## config.mk

```make
export PLATFORM = sky130hd
export DESIGN_NAME = erc_ctrl
export DESIGN_NICKNAME = d
export VERILOG_FILES = /design/src/equivalence_relation_checker_core_defines.svh /design/src/erc_pkg.sv /design/src/erc_ctrl.sv
export SDC_FILE = /design/constraint.sdc
export NUM_CORES = 1
export LEC_CHECK = 0
export ABC_CLOCK_PERIOD_IN_PS = 4050
export BUFFER_PORTS_ARGS = -buffer_cell sky130_fd_sc_hd__buf_2
export CAP_MARGIN = 20
export CELL_PAD_IN_SITES_DETAIL_PLACEMENT = 1
export CELL_PAD_IN_SITES_GLOBAL_PLACEMENT = 1
export CORE_AREA = 8 8 45 47
export DETAILED_ROUTE_END_ITERATION = 8
export DIE_AREA = 0 0 53 55
export PLACE_DENSITY = 0.6
export SETUP_SLACK_MARGIN = 0.02
export SYNTH_ARGS = -nofsm -noshare
export SYNTH_HDL_FRONTEND = slang
export SYNTH_SLANG_ARGS = --single-unit
```

## constraint.sdc

```tcl
create_clock -name clk_i -period 4.05 [get_ports clk_i]
set_clock_uncertainty 0.2 [all_clocks]
set_input_delay 0.405 -clock clk_i [delete_from_list [all_inputs] [get_ports clk_i]]
set_output_delay 0.405 -clock clk_i [all_outputs]
set_load 0.03 [all_outputs]
```

## src/equivalence_relation_checker_core_defines.svh

```systemverilog
// assertion macros for the equivalence relation checker
`ifndef EQUIVALENCE_RELATION_CHECKER_CORE_DEFINES_SVH
`define EQUIVALENCE_RELATION_CHECKER_CORE_DEFINES_SVH

`ifndef ASSERT_OFF
`define ERC_ASSERT(label, clk, rst_n, prop, msg) \
  label: assert property (@(posedge clk) disable iff (!rst_n) (prop)) else $error(msg);
`define ERC_ASSERT_ALWAYS(label, clk, prop, msg) \
  label: assert property (@(posedge clk) (prop)) else $error(msg);
`else
`define ERC_ASSERT(label, clk, rst_n, prop, msg)
`define ERC_ASSERT_ALWAYS(label, clk, prop, msg)
`endif

`endif

```

## src/erc_pkg.sv

```systemverilog
// shared types and constants for the equivalence relation checker
package erc_pkg;

  localparam int unsigned NumSymbolsDef = 64;
  localparam int unsigned SymW          = 6;
  localparam int unsigned OpW           = 2;

  typedef enum logic [OpW-1:0] {
    OP_ADD_MEMBER = 2'd0,
    OP_ADD_PAIR   = 2'd1,
    OP_EVAL       = 2'd2,
    OP_CLEAR      = 2'd3
  } op_e;

  typedef enum logic [2:0] {
    ST_IDLE,
    ST_RD_ROW,
    ST_CAP_ROW,
    ST_SCAN,
    ST_DRAIN,
    ST_DONE
  } state_e;

  typedef struct packed {
    logic add_member;
    logic add_pair;
    logic clear;
    logic init_eval;
    logic rd_row;
    logic cap_row;
    logic scan;
    logic next_row;
    logic emit;
  } ctrl_cmd_t;

  typedef struct packed {
    logic i_last;
    logic j_last;
  } dp_status_t;

endpackage

```

## src/erc_ctrl.sv

```systemverilog
// controller state machine: decodes transactions and sequences the evaluation walk
module erc_ctrl import erc_pkg::*; (
  input  logic             clk_i,
  input  logic             rst_ni,
  input  logic             start_i,
  input  logic [OpW-1:0]   opcode_i,
  input  dp_status_t       status_i,
  output ctrl_cmd_t        cmd_o,
  output logic             busy_o
);

  state_e state_q, state_d;
  op_e    op;

  assign op     = op_e'(opcode_i);
  assign busy_o = (state_q != ST_IDLE);

  always_ff @(posedge clk_i or negedge rst_ni) begin
    if (!rst_ni) begin
      state_q <= ST_IDLE;
    end else begin
      state_q <= state_d;
    end
  end

  always_comb begin
    state_d = state_q;
    unique case (state_q)
      ST_IDLE: begin
        if (start_i && (op == OP_EVAL)) begin
          state_d = ST_RD_ROW;
        end
      end
      ST_RD_ROW:  state_d = ST_CAP_ROW;
      ST_CAP_ROW: state_d = ST_SCAN;
      ST_SCAN: begin
        if (status_i.j_last) begin
          state_d = ST_DRAIN;
        end
      end
      ST_DRAIN: begin
        state_d = status_i.i_last ? ST_DONE : ST_RD_ROW;
      end
      ST_DONE:    state_d = ST_IDLE;
      default:    state_d = ST_IDLE;
    endcase
  end

  always_comb begin
    cmd_o = '0;
    unique case (state_q)
      ST_IDLE: begin
        if (start_i) begin
          unique case (op)
            OP_ADD_MEMBER: cmd_o.add_member = 1'b1;
            OP_ADD_PAIR:   cmd_o.add_pair   = 1'b1;
            OP_EVAL:       cmd_o.init_eval  = 1'b1;
            OP_CLEAR:      cmd_o.clear      = 1'b1;
            default:       cmd_o            = '0;
          endcase
        end
      end
      ST_RD_ROW:  cmd_o.rd_row   = 1'b1;
      ST_CAP_ROW: cmd_o.cap_row  = 1'b1;
      ST_SCAN:    cmd_o.scan     = 1'b1;
      ST_DRAIN:   cmd_o.next_row = 1'b1;
      ST_DONE: begin
        cmd_o.emit  = 1'b1;
        cmd_o.clear = 1'b1;
      end
      default:    cmd_o = '0;
    endcase
  end

endmodule

```

Word-level counts from Yosys, hierarchy flattened
Index checks and enable logic that the tools add are counted.
{"block": "totals", "reg_bits": 3, "inputBits": 7, "output_inout_bits": 10, "wordCells": 33}
{"block": "classes", "n_eq_ne": 10, "n_mux": 17, "reduce_logical": 5}
{"cell": "one-hot mux 3 bit (5 select lines)", "n": 1}
{"cell": "one-hot mux 1 bit (2 select lines)", "n": 6}
{"cell": "two-way mux 3 bit", "n": 3}
{"cell": "two-way mux 9 bit", "n": 1}
{"cell": "equality test 3 x 2 -> 1 bit (second input constant)", "n": 2}
{"cell": "equality test 3 bit (second input constant)", "n": 2}
{"cell": "two-way mux 1 bit", "n": 5}
{"cell": "equality test 2 bit (second input constant)", "n": 2}
{"cell": "inequality test 2 bit (second input constant)", "n": 2}
{"cell": "equality test 3 x 1 -> 1 bit (second input constant)", "n": 1}
{"cell": "zero test 3 bit", "n": 1}
{"cell": "nonzero test 3 bit", "n": 1}
{"cell": "equality test 2 x 1 -> 1 bit (second input constant)", "n": 1}
{"cell": "zero test 2 bit", "n": 1}
{"cell": "two-way mux 2 bit", "n": 1}
{"cell": "AND reduction 2 bit", "n": 1}
{"cell": "logical AND 1 bit", "n": 1}

Longest topological paths before layout
{"block": "depth", "word_depth": 4, "ltp_mapped": 3, "mapped_depth_nobuf": 2}

Worst setup path before layout
Ideal clock, no wire load.
{"block": "synth_path", "kind": "reg2out", "startpoint": "register state_q[0]", "endpoint": "output cmd_o[8] (netlist name)", "arrival_time_ps": 1690, "required_time_ps": 3445, "slack_ps": 1755, "path_stages_with_launch": 4, "n_path_buf": 1, "cell_sequence": "dfrtp_1 > buf_6 > or4b_4 > nor3_1"}
{"element": "start, declared", "line": "erc_ctrl.sv:12", "text": "state_e state_q, state_d;"}
{"element": "start signal, assigned", "line": "erc_ctrl.sv:22", "text": "state_q <= state_d;"}
{"element": "end, declared", "line": "erc_ctrl.sv:8", "text": "output ctrl_cmd_t cmd_o,"}

==> impl_metrics.toml <==
[outcome]
status = "finished, final reports clean"

[global_route]
grt_start_max_net_pins = 14
grt_pass1_vias = 290
grt_pass1_wl_um = 1179
gr-total-overflow = 0
grtUsageTotal_pct = 5.574
grt_antenna_before_repair = 0

[worst_setup_path]
cp-start-kind = "flop"
rr_worst_depth = 2
crit_path_max_incr_delay_ns = 0.58
r2r_slack_ns = 2.81
worstReg2RegStart = "state_q[1]"
reg2reg_to = "state_q[0]"
required_ns = 3.44
crit_type = "reg -> out"
crit_buf_inv = 1
critPathSlowestCell = "or4b_4"
critPathTopFamily = "simple AND/OR/NAND/NOR gates"
cp_cell_sequence = "or4b_4, nor3b_2, buf_2"
endpoint_kind = "output pin"
critPathMaxFanout = 13
arrival_ns = 1.67

[timing]
fin_setup_tns_ns = 0
max-slew-margin-rel_pct = 78.53
hold_violations = 0
max_freq_ghz = 0.4394
worstMarginPinSlew_ns = 0.3220
finalMaxSlewViolations = 0
rsz0062_at_grt = "false"
finalSetupViolCount = 0
final.min_clock_period_ns = 2.276
period_share_pct = 56.19

[synth]
synth-simple-area-share_pct = 46.39
syn_avg_cell_area_sq_um = 9.336
synth_seq_cells = 3
synth_xor_area_share_pct = 0
synthMuxAreaShare_pct = 0
synth-adder-area-share_pct = 0
syn-num-nets = 33
syn_inst = 26
synth-warning-count = 0
synth_compound_gate_area_share_pct = 16.49
yosysSeqAreaShare_pct = 30.93
netlist_area_sq_um = 242.7
synth_top_family_by_area = "simple AND/OR/NAND/NOR gates"
yosysUniqueCellTypes = 19

[cells_and_area]
largestRegisters = "state_q x3"
n_antenna_cell = 0
final_layout_size_suffix_gt1_share_pct = 48.89
multi_input_area_sq_um = 152.6
layout_commonest_cell = "buf_2"
final-seq-area_sq_um = 75.07
final_nets = 53
area_growth_pct = 50.00
top_register = "state_q"
largest_reg_flops = 3
post-route-util_pct = 26.31
nFillCells = 179
final_cell_mix = "buf_2, clkbuf_4, dfrtp_1"

[flow_run]
drv_cap = 0

[routing]
wl_per_cell_um = 11.62
totalWireLength_um = 709
drt_pass1_iterations = 3
viasPerCell = 4.279
vias = 261
drt_iter0_drc = 2
postRouteAntennaNets = 0
drc_errors = 0

[power]
ir_drop_mv = 0.2698
powerDensity_nw_per_um2 = 766.2
leakagePower_nw = 0.1779

[cts]
cts.sinks = 3
postCtsSetupBuffers = 0
path_clk_slew_ns = 0.04
cts_buffers = 3
htreeDepth = 1
insertion_delay_ns = 0.23
clk_root_buffer_cell = "clkbuf_4"
cts-resized-gates = 0
cts_tree = "built"
cts_buffer_depth = 2

[placement]
dpl.hpwl_um = 546.7
io_buffers = 16
gp_congestion = 0.6429

[floorplanning]
die_width_um = 53
io_pins = 17
placementRows = 14
start_util_pct = 17.54
die_area_sq_um = 2915
coreArea_sq_um = 1384
dieHeight_um = 55

[hold_path]
hp-start = "status_i[0]"
hold_class = "in -> reg"
worst_hold_path.endpoint = "state_q[1]"
hold_depth = 2
## through the flow
| step | hold WS (ns) | setup slack (ns) | instances | total power [mW] | instance area, sq um |
|---|---|---|---|---|---|
| after floorplan | -0.09059 | 1.755 | 26 | 0.1976 | 242.7 |
| after global placement | 0.002933 | 2.016 | 56 | 0.2299 | 327.8 |
| after detailed placement | 0.004432 | 2.004 | 56 | 0.2296 | 327.8 |
| after CTS | 0.1823 | 1.748 | 61 | 0.2877 | 364.1 |
| after global routing | 0.2051 | 1.682 | 61 | 0.3066 | 364.1 |
| final | 0.1937 | 1.774 | 61 | 0.2790 | 364.1 |
## layout make-up
| class | count | area share, % |
|---|---|---|
| multi-input cells | 21 | 41.92 |
| well taps | 16 | 5.498 |
| clock buffers | 4 | 7.216 |
| flip-flops and latches | 3 | 20.62 |
| repair buffers | 17 | 24.74 |
## worst max-delay path by stage
stage	startpoint	end	cells past startpoint
after floorplan	state_q[0]	cmd_o[8]	3
after global placement	state_q[1]	cmd_o[7]	3
after detailed placement	state_q[1]	cmd_o[7]	3
after CTS	state_q[1]	cmd_o[7]	3
after global routing	state_q[1]	cmd_o[7]	3
final	state_q[1]	cmd_o[7]	3
## cells in the mapped netlist
library cell	instances	share of area (%)
buf_6	1	4.6
nand3b_1	1	3.1
a31oi_1	1	2.6
a32o_1	1	4.1
nor3b_1	2	6.2
nor3_1	1	2.1
or3_1	1	2.6
nor3b_2	1	5.2
dfrtp_1	3	31
nor2_1	2	3.1
o21bai_1	2	6.2
clkbuf_1	1	1.5
and3b_2	1	4.1
and2_1	2	5.2
or4b_4	1	5.7
nand2b_1	1	2.6
a221oi_1	1	3.6
nor2b_1	2	5.2
nand2_1	1	1.5
## power by group
group          switching (mW)  leakage, nW  total, mW  internal [mW]
clock                  0.0149       0.0150     0.0518         0.0369
combinational          0.0924        0.126      0.152         0.0593
sequential             0.0315       0.0366     0.0755         0.0440
## layer usage
layer | vias to the layer above | share of wire, % | global-route usage [%]
li1 | 133 | - | -
met1 | 111 | 46 | 5.623
met2 | 17 | 35 | 7.617
met3 | 0 | 19 | 5.348
met4 | 0 | 0 | 2.586
met5 | - | 0 | 0
## timing repair
item / 4_1_cts / 5_1_grt
hold buffers: 1 / 0
endpoints found under the hold margin: 3 / 0
setup endpoints to repair: 0 / 0
## kinds of logic (layout without fill, tap and decap cells)
group | Yosys count | count (layout)
AND/OR/NAND/NOR | 16 | 16
flip-flops | 3 | 3
AO/OA/AOI/OAI | 5 | 5
buffers and inverters | 2 | 21
## worst register-to-register path, stage by stage, from the launching register on
cell	delay, ns
dfrtp_1	0.52
nor2_1	0.09
a221oi_1	0.32
No activity file was read; power rests on OpenSTA's default activity.
